### config.mk
export PLATFORM = sky130hd
export DESIGN_NAME = lpl_div
export DESIGN_NICKNAME = d
export VERILOG_FILES = /design/src/design/assert_macros.svh /design/src/design/lpl_pkg.sv /design/src/design/lpl_div.sv
export SDC_FILE = /design/constraint.sdc
export NUM_CORES = 1
export LEC_CHECK = 0
export BUFFER_PORTS_ARGS = -buffer_cell sky130_fd_sc_hd__buf_2
export CORE_MARGIN = 2
export CORE_UTILIZATION = 24
export CTS_CLUSTER_SIZE = 16
export DETAILED_ROUTE_END_ITERATION = 8
export PLACE_DENSITY_LB_ADDON = 0.12
export SLEW_MARGIN = 15
export SYNTH_ARGS = -nofsm -noshare
export SYNTH_HDL_FRONTEND = slang
export SYNTH_SLANG_ARGS = --single-unit
### constraint.sdc
create_clock -name clk_i -period 4.2 [get_ports clk_i]
set_input_delay 0.84 -clock clk_i [delete_from_list [all_inputs] [get_ports clk_i]]
set_output_delay 0.84 -clock clk_i [all_outputs]
set_load 0.02 [all_outputs]
### src/design/assert_macros.svh
`ifndef ASSERT_MACROS_SVH
`define ASSERT_MACROS_SVH

// Concurrent check sampled on the rising clock, muted while reset is low.
`define ASSERT_RST(name, clk, rstn, prop) \
  name: assert property (@(posedge clk) disable iff (!(rstn)) (prop)) \
    else $error("assertion failed");

// Concurrent check sampled on the rising clock, live during reset too.
`define ASSERT_ALWAYS(name, clk, prop) \
  name: assert property (@(posedge clk) (prop)) \
    else $error("assertion failed");

`endif

### src/design/lpl_pkg.sv
package lpl_pkg;

  localparam int SAMPLE_BITS   = 24;
  localparam int GAIN_BITS     = 17;
  localparam int FRAC_BITS     = 16;
  localparam int CEIL_BITS     = 24;
  localparam int COEFF_BITS    = 16;
  localparam int LOOK_BITS     = 10;
  localparam int CFG_IDX_BITS  = 2;
  localparam int CFG_DATA_BITS = 24;
  localparam int MAX_DELAY_DEF = 1024;

  localparam logic [GAIN_BITS-1:0]  UNITY_GAIN  = 17'h10000;
  localparam logic [CEIL_BITS-1:0]  CEIL_RESET  = 24'h800000;
  localparam logic [COEFF_BITS-1:0] COEFF_RESET = 16'd65509;
  localparam logic [LOOK_BITS-1:0]  LOOK_RESET  = 10'd240;

  typedef enum logic [CFG_IDX_BITS-1:0] {
    REG_CEILING   = 2'd0,
    REG_RELEASE   = 2'd1,
    REG_LOOKAHEAD = 2'd2
  } cfg_reg_e;

  typedef logic signed [SAMPLE_BITS-1:0] sample_t;

  typedef struct packed {
    sample_t sample_left;
    sample_t sample_right;
  } in_item_t;

  typedef struct packed {
    sample_t                out_left;
    sample_t                out_right;
    logic [GAIN_BITS-1:0]   gain_now;
  } out_item_t;

endpackage

### src/design/lpl_div.sv
module lpl_div (
  input  logic                           clk_i,
  input  logic                           rst_ni,
  input  logic                           start_i,
  input  logic [lpl_pkg::CEIL_BITS-1:0]  dividend_i,
  input  logic [lpl_pkg::SAMPLE_BITS-1:0] divisor_i,
  output logic                           done_o,
  output logic [lpl_pkg::FRAC_BITS-1:0]  quot_o
);
  import lpl_pkg::*;

  localparam int CntBits = $clog2(FRAC_BITS + 1);
  localparam int RemBits = CEIL_BITS + 1;

  logic                   busy_q;
  logic [CntBits-1:0]     cnt_q;
  logic [RemBits-1:0]     rem_q;
  logic [SAMPLE_BITS-1:0] div_q;
  logic [FRAC_BITS-1:0]   quot_q;

  logic [RemBits:0]       trial;
  logic [RemBits:0]       diff;
  logic                   fits;

  // restoring division, one quotient bit per cycle; the remainder starts
  // as the ceiling, valid whenever ceiling < peak
  assign trial = {rem_q, 1'b0};
  assign diff  = trial - {{(RemBits + 1 - SAMPLE_BITS){1'b0}}, div_q};
  assign fits  = trial >= {{(RemBits + 1 - SAMPLE_BITS){1'b0}}, div_q};

  assign done_o = busy_q && (cnt_q == '0);
  assign quot_o = quot_q;

  always_ff @(posedge clk_i or negedge rst_ni) begin
    if (!rst_ni) begin
      busy_q <= 1'b0;
      cnt_q  <= '0;
    end else if (start_i) begin
      busy_q <= 1'b1;
      cnt_q  <= CntBits'(FRAC_BITS);
    end else if (busy_q) begin
      if (cnt_q == '0) begin
        busy_q <= 1'b0;
      end else begin
        cnt_q <= cnt_q - 1'b1;
      end
    end
  end

  always_ff @(posedge clk_i) begin
    if (start_i) begin
      rem_q  <= {1'b0, dividend_i};
      div_q  <= divisor_i;
      quot_q <= '0;
    end else if (busy_q && (cnt_q != '0)) begin
      rem_q  <= fits ? diff[RemBits-1:0] : trial[RemBits-1:0];
      quot_q <= {quot_q[FRAC_BITS-2:0], fits};
    end
  end

endmodule
Word-level counts from Yosys, hierarchy flattened

Index checks and enable logic that the tools add are counted.

Register bits after elaboration: 71
Input port bits: 51
Output and inout bits: 17

$add $sub $neg: 2
Magnitude comparators: 1
Eq/ne operators: 1
Mux-type cells: 9
Reductions and logical operators: 7

Operator list:

| kind                                             | number |
|---|---|
| 2-to-1 mux 24 bit                                | 2 |
| >= comparator 26 x 24 -> 1 bit                   | 1 |
| 2-to-1 mux 25 bit                                | 1 |
| subtractor 25 x 24 -> 25 bit                     | 1 |
| 2-to-1 mux 5 bit                                 | 3 |
| zero test 5 bit                                  | 1 |
| nonzero test 5 bit                               | 1 |
| subtractor 5 x 1 -> 5 bit, second input constant | 1 |
| nonzero test 2 bit                               | 2 |
| 2-to-1 mux 1 bit                                 | 3 |
| logical AND 1 bit                                | 2 |
| != test 2 bit, second input constant             | 1 |
| AND reduction 2 bit                              | 1 |

Depth between registers and ports, before layout

Gate-level depths: netlist (run 1).

Depth after elaboration: 4
Mapped depth: 12
Mapped depth without buffers: 9

Worst setup path after synthesis (run 1)

OpenSTA, ideal clock, no wires.

Kind: register -> register
From: register rem_q[0]
To: register rem_q[10], data pin
Library setup time: 0.260 ns
Arrival time: 2.715 ns
Slack: 1.225 ns
Cell stages (with the launch flop): 11
Path buffers: 2
Cell sequence: edfxtp_1 fa_1 a21o_1 a221oi_2 o2111ai_1 and2_1 o21a_1 buf_6 buf_8 mux2_4 mux2_2

Word-level cells in the longest chain between the ends: 4

Ends and longest elaborated chain:

| element                                                                               | line                         | source |
|---|---|---|
| start, declared                                                                       | lpl_div.sv:17                | `logic [RemBits-1:0] rem_q;` |
| start signal, assigned                                                                | lpl_div.sv:52                | `rem_q <= {1'b0, dividend_i};` |
| start signal, assigned                                                                | lpl_div.sv:56                | `rem_q <= fits ? diff[RemBits-1:0] : trial[RemBits-1:0];` |
| subtractor 25 x 24 -> 25 bit / >= comparator 26 x 24 -> 1 bit (equally long branches) | lpl_div.sv:28, lpl_div.sv:29 |  |
| 2-to-1 mux 25 bit (*)                                                                 | lpl_div.sv:56                |  |
| 2-to-1 mux 24 bit (*)                                                                 | lpl_div.sv:55                | `end else if (busy_q && (cnt_q != '0)) begin` |
| 2-to-1 mux 24 bit (*)                                                                 | lpl_div.sv:51                | `if (start_i) begin` |

Mark *: on every way between the ends. The rest lies on a longest branch, timed or not. The select of a mux whose other input is x is not followed.
A chain may end at the register's enable or synchronous reset.

Worst setup path in the final report (run 1)

From: register rem_q[14]
To: register rem_q[16], data pin

Same word-level chain as after synthesis.

==> results of run 1 <==
==> Yosys cell counts (5+ instances only) <==
library cell | number | area [sq um]
edfxtp_1 | 48 | 1441
a221o_1 | 5 | 50.05
inv_1 | 29 | 108.9
a211oi_1 | 6 | 45.04
xor2_1 | 8 | 70.07
ha_1 | 26 | 325.3
nor2_1 | 23 | 86.33
o21ai_0 | 17 | 85.08
nand2_1 | 52 | 195.2
a21o_1 | 6 | 45.04
a21oi_1 | 44 | 220.2
nor3b_1 | 8 | 60.06
clkbuf_1 | 11 | 41.29
dfrtp_1 | 6 | 150.1
mux2_2 | 17 | 191.4
nand3_1 | 8 | 40.04
xnor2_1 | 11 | 96.34
dfxtp_1 | 17 | 340.3
==> registers in the layout (all words and copies together), names as in the netlist <==
name	flops
rem_q	25
div_q	24
quot_o	16
cnt_q	5
busy_q	1
==> stage by stage <==
stage / hold WS (ns) / utilization, % / setup slack [ns]
after CTS: 0.2854 / 29.73 / 0.6459
after floorplan: 0.4967 / - / 1.225
after detailed placement: 0.4491 / 28.09 / 0.6738
final: 0.2969 / 29.73 / 0.6922
after global placement: 0.4396 / 28.09 / 0.7258
after global routing: 0.2956 / 29.73 / 0.4399
==> worst max-delay path, delay by kind of cell, from the launching register on <==
family,cells,cell delay [ns]
simple gates,3,0.94
compound gates,2,0.67
mux,2,0.56
fa+ha+maj,1,0.41
buf+inv,1,0.30
flops,1,0.39
==> where the power goes <==
part | switching, mW | internal [mW] | leakage, nW
Clock | 0.341 | 0.414 | 0.144
Combinational | 1.21 | 0.968 | 1.29
Sequential | 0.109 | 0.997 | 0.697
==> cell families after synthesis <==
logic type	share of synthesized area [%]
xor gates and xnor gates	3.878
muxes	6.443
adders and majority gates	8.047
DFF	45.01
AOI/OAI and AO/OA	17.43
buffers and inverters	4.548
and+or+nand+nor	14.64
==> per-layer routing <==
layer | GRT usage [%] | routed length [microns] | vias to the layer above
met5 | 0 | 0 | -
met3 | 3.091 | 451 | 21
met2 | 20.01 | 5069 | 66
met1 | 14.63 | 4957 | 1547
li1 | - | - | 1709
met4 | 5.839 | 290 | 0
==> worst max path at each step <==
stage / start / to / slack [ns] / cells past startpoint
2_1_floorplan: rem_q[0] / rem_q[10] / 1.22 / 10
3_3_place_gp: rem_q[14] / rem_q[16] / 0.73 / 9
3_5_place_dp: rem_q[14] / rem_q[16] / 0.67 / 9
4_1_cts: rem_q[14] / rem_q[16] / 0.65 / 9
5_1_grt: rem_q[14] / rem_q[2] / 0.44 / 10
6_report: rem_q[14] / rem_q[16] / 0.69 / 9
==> area by class of cell <==
cell class              count  area, sq um
well taps                 225        281.5
multi-input cells         311         2165
fillers                  1869        12240
clock buffers               9        225.2
clock inverters             7        61.31
inverters                  29        108.9
flip-flops and latches     71         1932
repair buffers             76        405.4
==> impl_metrics.tcl, run 1 <==
set metrics [dict create \
    path_class "register to register" \
    final_cell_mix "66 x buf_2, 52 x nand2_1, 48 x edfxtp_1" \
    antenna_cells 0 \
    r2r-start "rem_q[14]" \
    regToRegEndpoint "rem_q[16]" \
    place_inst 712 \
    hpwl_mm 7.946 \
    drt_wl_total_mm 10.77 \
    yosys_register_bits 71 \
    cp-end-kind "register" \
    drtIter0Drc 165 \
    yosysSeqAreaShare_pct 45.01 \
    rows 48 \
    worstMarginPinSlew_ns 0.7337 \
    grt_pass1_wl_mm 17.39 \
    io_pins 68 \
    die-area_sq_mm 0.01897 \
    synth_async_sr_flop_share_pct 8.451 \
    synth_nets 504 \
    grt_pass1_vias 3448 \
    max_slew_margin_pct 51.09 \
    cp_cell_sequence "ha_1 -> nand2_1 -> or4_4 -> nor4_2 -> o41a_1 -> o21a_1 -> buf_4 -> mux2_4 -> mux2_2" \
    cts_tree "built" \
    cts_resized 0 \
    worstPathArrival_ns 3.61 \
    hp-class "input port to async pin" \
    io_buffers 67 \
    outcome "complete, no violations" \
    power_leakage_nw 2.134 \
    first_pass_iters 4 \
    hold_violations 0 \
    overflow 0 \
    start_kind "register" \
    tns_ns 0 \
    die_y_microns 137.7 \
    clkSinkCount 71 \
    drcViolationCount 0 \
    vias_per_cell 4.592 \
    die_w_microns 137.7 \
    p_per_area_mw_per_mm2 779.1 \
    drv_slew 0 \
    htree_num_levels 3 \
    grt_setup_unrepaired "false" \
    placed_cell_area_sq_mm 0.004892 \
    critPathMaxFanout 10 \
    finalCritPeriodShare_pct 83.52 \
    final_common_cell "buf_2" \
    cp.required_ns 4.31 \
    ir_worst_vdd_v 0.0002580 \
    synth_area_sq_mm 0.004292 \
    place_congestion 0.8060 \
    drive_gt1_share_pct 24.06 \
    wl_per_cell_microns 14.79 \
    root_buffer "clkbuf_16" \
    final_area_sq_mm 0.005179 \
    avgSynthCellArea_sq_um 10.07 \
    vias 3343 \
    reg2reg_slack_ns 0.69 \
    hold_buffers 0 \
    yosys.cell_types.count 57 \
    cts.path.max_buffers 2 \
    synth_cells 426 \
    setup_viol 0 \
    clk_latency_ns 0.35 \
    fin_cells 728 \
    synth_flop_cell "edfxtp_1" \
    post_cts.repair.setup_buffers 0 \
    fmax_mhz 285.1 \
    ys.warnings.count 0 \
    drv_cap 0 \
    grt_max_degree 43 \
    nets 576 \
    critPathMaxStageDelay_ns 0.55 \
    synth_edf_count 48 \
    clkSlewWorstSetupHoldPaths_ns 0.07 \
    core_area_sq_mm 0.01742 \
    numCtsBuffers 9 \
    r2r_cells 9 \
    start_util_pct 24.64 \
    crit_path_top_delay_cell "or4_4" \
    antenna_left 0 \
    fin_crit_ns 3.508 \
    grtUsageTotal_pct 12.09 \
    finalPower_mw 4.035 \
    grt_antenna_before_repair 0 \
    skew_ns 0.009221 \
    syn2layout_area_growth_pct 20.67 \
]
(Power assumes the default switching activity.)
==> inputs of run 2 (changes only) <==
==> constraint.sdc (replaced) <==
create_clock -name clk_i -period 2.9 [get_ports clk_i]
set_input_delay 0.58 -clock clk_i [delete_from_list [all_inputs] [get_ports clk_i]]
set_output_delay 0.58 -clock clk_i [all_outputs]
set_load 0.02 [all_outputs]
==> run 2 against run 1 <==
Against the previous run: the flow now finishes with violations (setup timing); critical path depth unchanged; die area unchanged; non-clock buffer count grew 50; utilization increased by 4.1 points; global-route usage up 0.44 points; setup slack lost 0.76 ns; wire length increased by 4.1%; clock skew grew 0.0012 ns; largest cell class unchanged; largest power group unchanged.
==> impl_metrics.tcl, run 2 (synthesis gave the netlist of run 1 again) <==
set metrics [dict create \
    outcome "complete, but fails checks" \
    violations "setup timing" \
    final_common_cell "buf_2" \
    drt_wl_total_mm 11.21 \
    grtUsageTotal_pct 12.53 \
    whs_ns 0.03903 \
    root_buffer "clkbuf_16" \
    critPathMaxFanout 7 \
    utilization_pct 33.85 \
    max_slew_margin_pct 38.32 \
    die_y_microns 137.7 \
    setup_viol 10 \
    place_congestion 0.7816 \
    critPathMaxStageDelay_ns 0.55 \
    skew_ns 0.01039 \
    core_area_sq_mm 0.01742 \
    cp_cell_sequence "ha_4 -> nand2_2 -> or4_4 -> nor4_4 -> o41a_1 -> o21a_4 -> buf_12 -> mux2_4 -> mux2_4" \
    setup_ws_ns -0.06747 \
    start_kind "register" \
    io_pins 68 \
    wl_per_cell_microns 14.41 \
    start_util_pct 24.64 \
    vias 3519 \
    clkSlewWorstSetupHoldPaths_ns 0.07 \
    die_w_microns 137.7 \
    placed_cell_area_sq_mm 0.005323 \
    finalPower_mw 7.079 \
    nets 626 \
    worstMarginPinSlew_ns 0.9210 \
    hpwl_mm 8.457 \
    rows 48 \
    drtIter0Drc 170 \
    grt_pass1_wl_mm 18.17 \
    path_class "register to register" \
    worstPathArrival_ns 3.06 \
    hold_buffers 0 \
    regMostFlops "rem_q" \
    die-area_sq_mm 0.01897 \
    largest_reg_flops 25 \
    numCtsBuffers 9 \
    antenna_left 0 \
    crit_path_top_delay_cell "or4_4" \
    power_leakage_nw 2.509 \
    drcViolationCount 0 \
    vias_per_cell 4.523 \
    grt_max_degree 37 \
    syn2layout_area_growth_pct 37.38 \
    clkSinkCount 71 \
    first_pass_iters 4 \
    hp-class "input port to async pin" \
    cpMostUsedCell "mux2_4" \
    dp_slack_ns -0.1205 \
    finalCritPeriodShare_pct 102.3 \
    drv_cap 0 \
    io_buffers 67 \
    overflow 0 \
    fmax_mhz 337.0 \
    cp-end-kind "register" \
    ir_worst_vdd_v 0.0003532 \
    htree_num_levels 3 \
    grt_pass1_vias 3625 \
    final_area_sq_mm 0.005896 \
    cts.path.max_buffers 2 \
    grt_antenna_before_repair 0 \
    antenna_cells 0 \
    p_per_area_mw_per_mm2 1201 \
    drv_slew 0 \
    critPathTopFamily "simple AND/OR/NAND/NOR gates" \
    cp.required_ns 3.00 \
    fin_crit_ns 2.967 \
    drive_gt1_share_pct 35.26 \
    grt_setup_unrepaired "true" \
    path_buf_inv 1 \
    clk_latency_ns 0.35 \
    hold_violations 0 \
    final_cell_mix "66 x buf_2, 55 x buf_4, 50 x nand2_1" \
    cts_tree "built" \
]
run 2: worst paths after layout:
path                       slack, ns          to    startpoint  depth (start not counted)
hold reg to reg                 0.46  quot_o[15]    quot_o[15]                          2
setup / recovery               -0.07    rem_q[8]     rem_q[11]                          9
min in group clk_i              0.41    div_q[5]  divisor_i[5]                          1
max in group asynchronous       2.71      busy_q        rst_ni                          1
setup reg to reg               -0.07    rem_q[8]     rem_q[11]                          9
hold / removal                  0.04    cnt_q[2]        rst_ni                          1
run 2: through the flow:
stage	cells	setup TNS [ns]
2_1_floorplan	426	-0.003007
3_3_place_gp	756	-0.7539
3_5_place_dp	756	-1.129
4_1_cts	777	-0.5039
5_1_grt	778	-1.873
6_report	778	-0.5067
run 2: area by class of cell:
| type | count | area [sq um] |
|---|---|---|
| fill | 1818 | 11520 |
| multi-input combinational | 311 | 2437 |
| sequential | 71 | 1932 |
| timing repair buffer | 126 | 833.3 |
| tap | 225 | 281.5 |
| clock buffer | 10 | 250.2 |
| inverter | 29 | 108.9 |
| clock inverter | 6 | 52.55 |
run 2: metal layers:
| layer | wire [microns] | global-route usage, % | share of wire [%] |
|---|---|---|---|
| met2 | 5047 | 19.54 | 45 |
| met4 | 191 | 4.422 | 1.7 |
| met1 | 5530 | 16.64 | 49 |
| met3 | 444 | 3.458 | 4.0 |
| met5 | 0 | 0 | 0 |
run 2: what timing repair did:
item | 4_1_cts | 5_1_grt
setup buffers | 4 | 2
hold endpoints to repair | 0 | 0
cloned | 1 | 0
resized for setup | 9 | 35
pin swaps | 1 | 11
endpoints found under the setup margin | 17 | 21
run 2: power breakdown:
| part | leakage [nW] | switching, mW | internal [mW] |
|---|---|---|---|
| clock network | 0.152 | 0.483 | 0.650 |
| registers | 0.697 | 0.187 | 1.45 |
| logic | 1.66 | 2.04 | 2.27 |
| total | 2.51 | 2.71 | 4.37 |
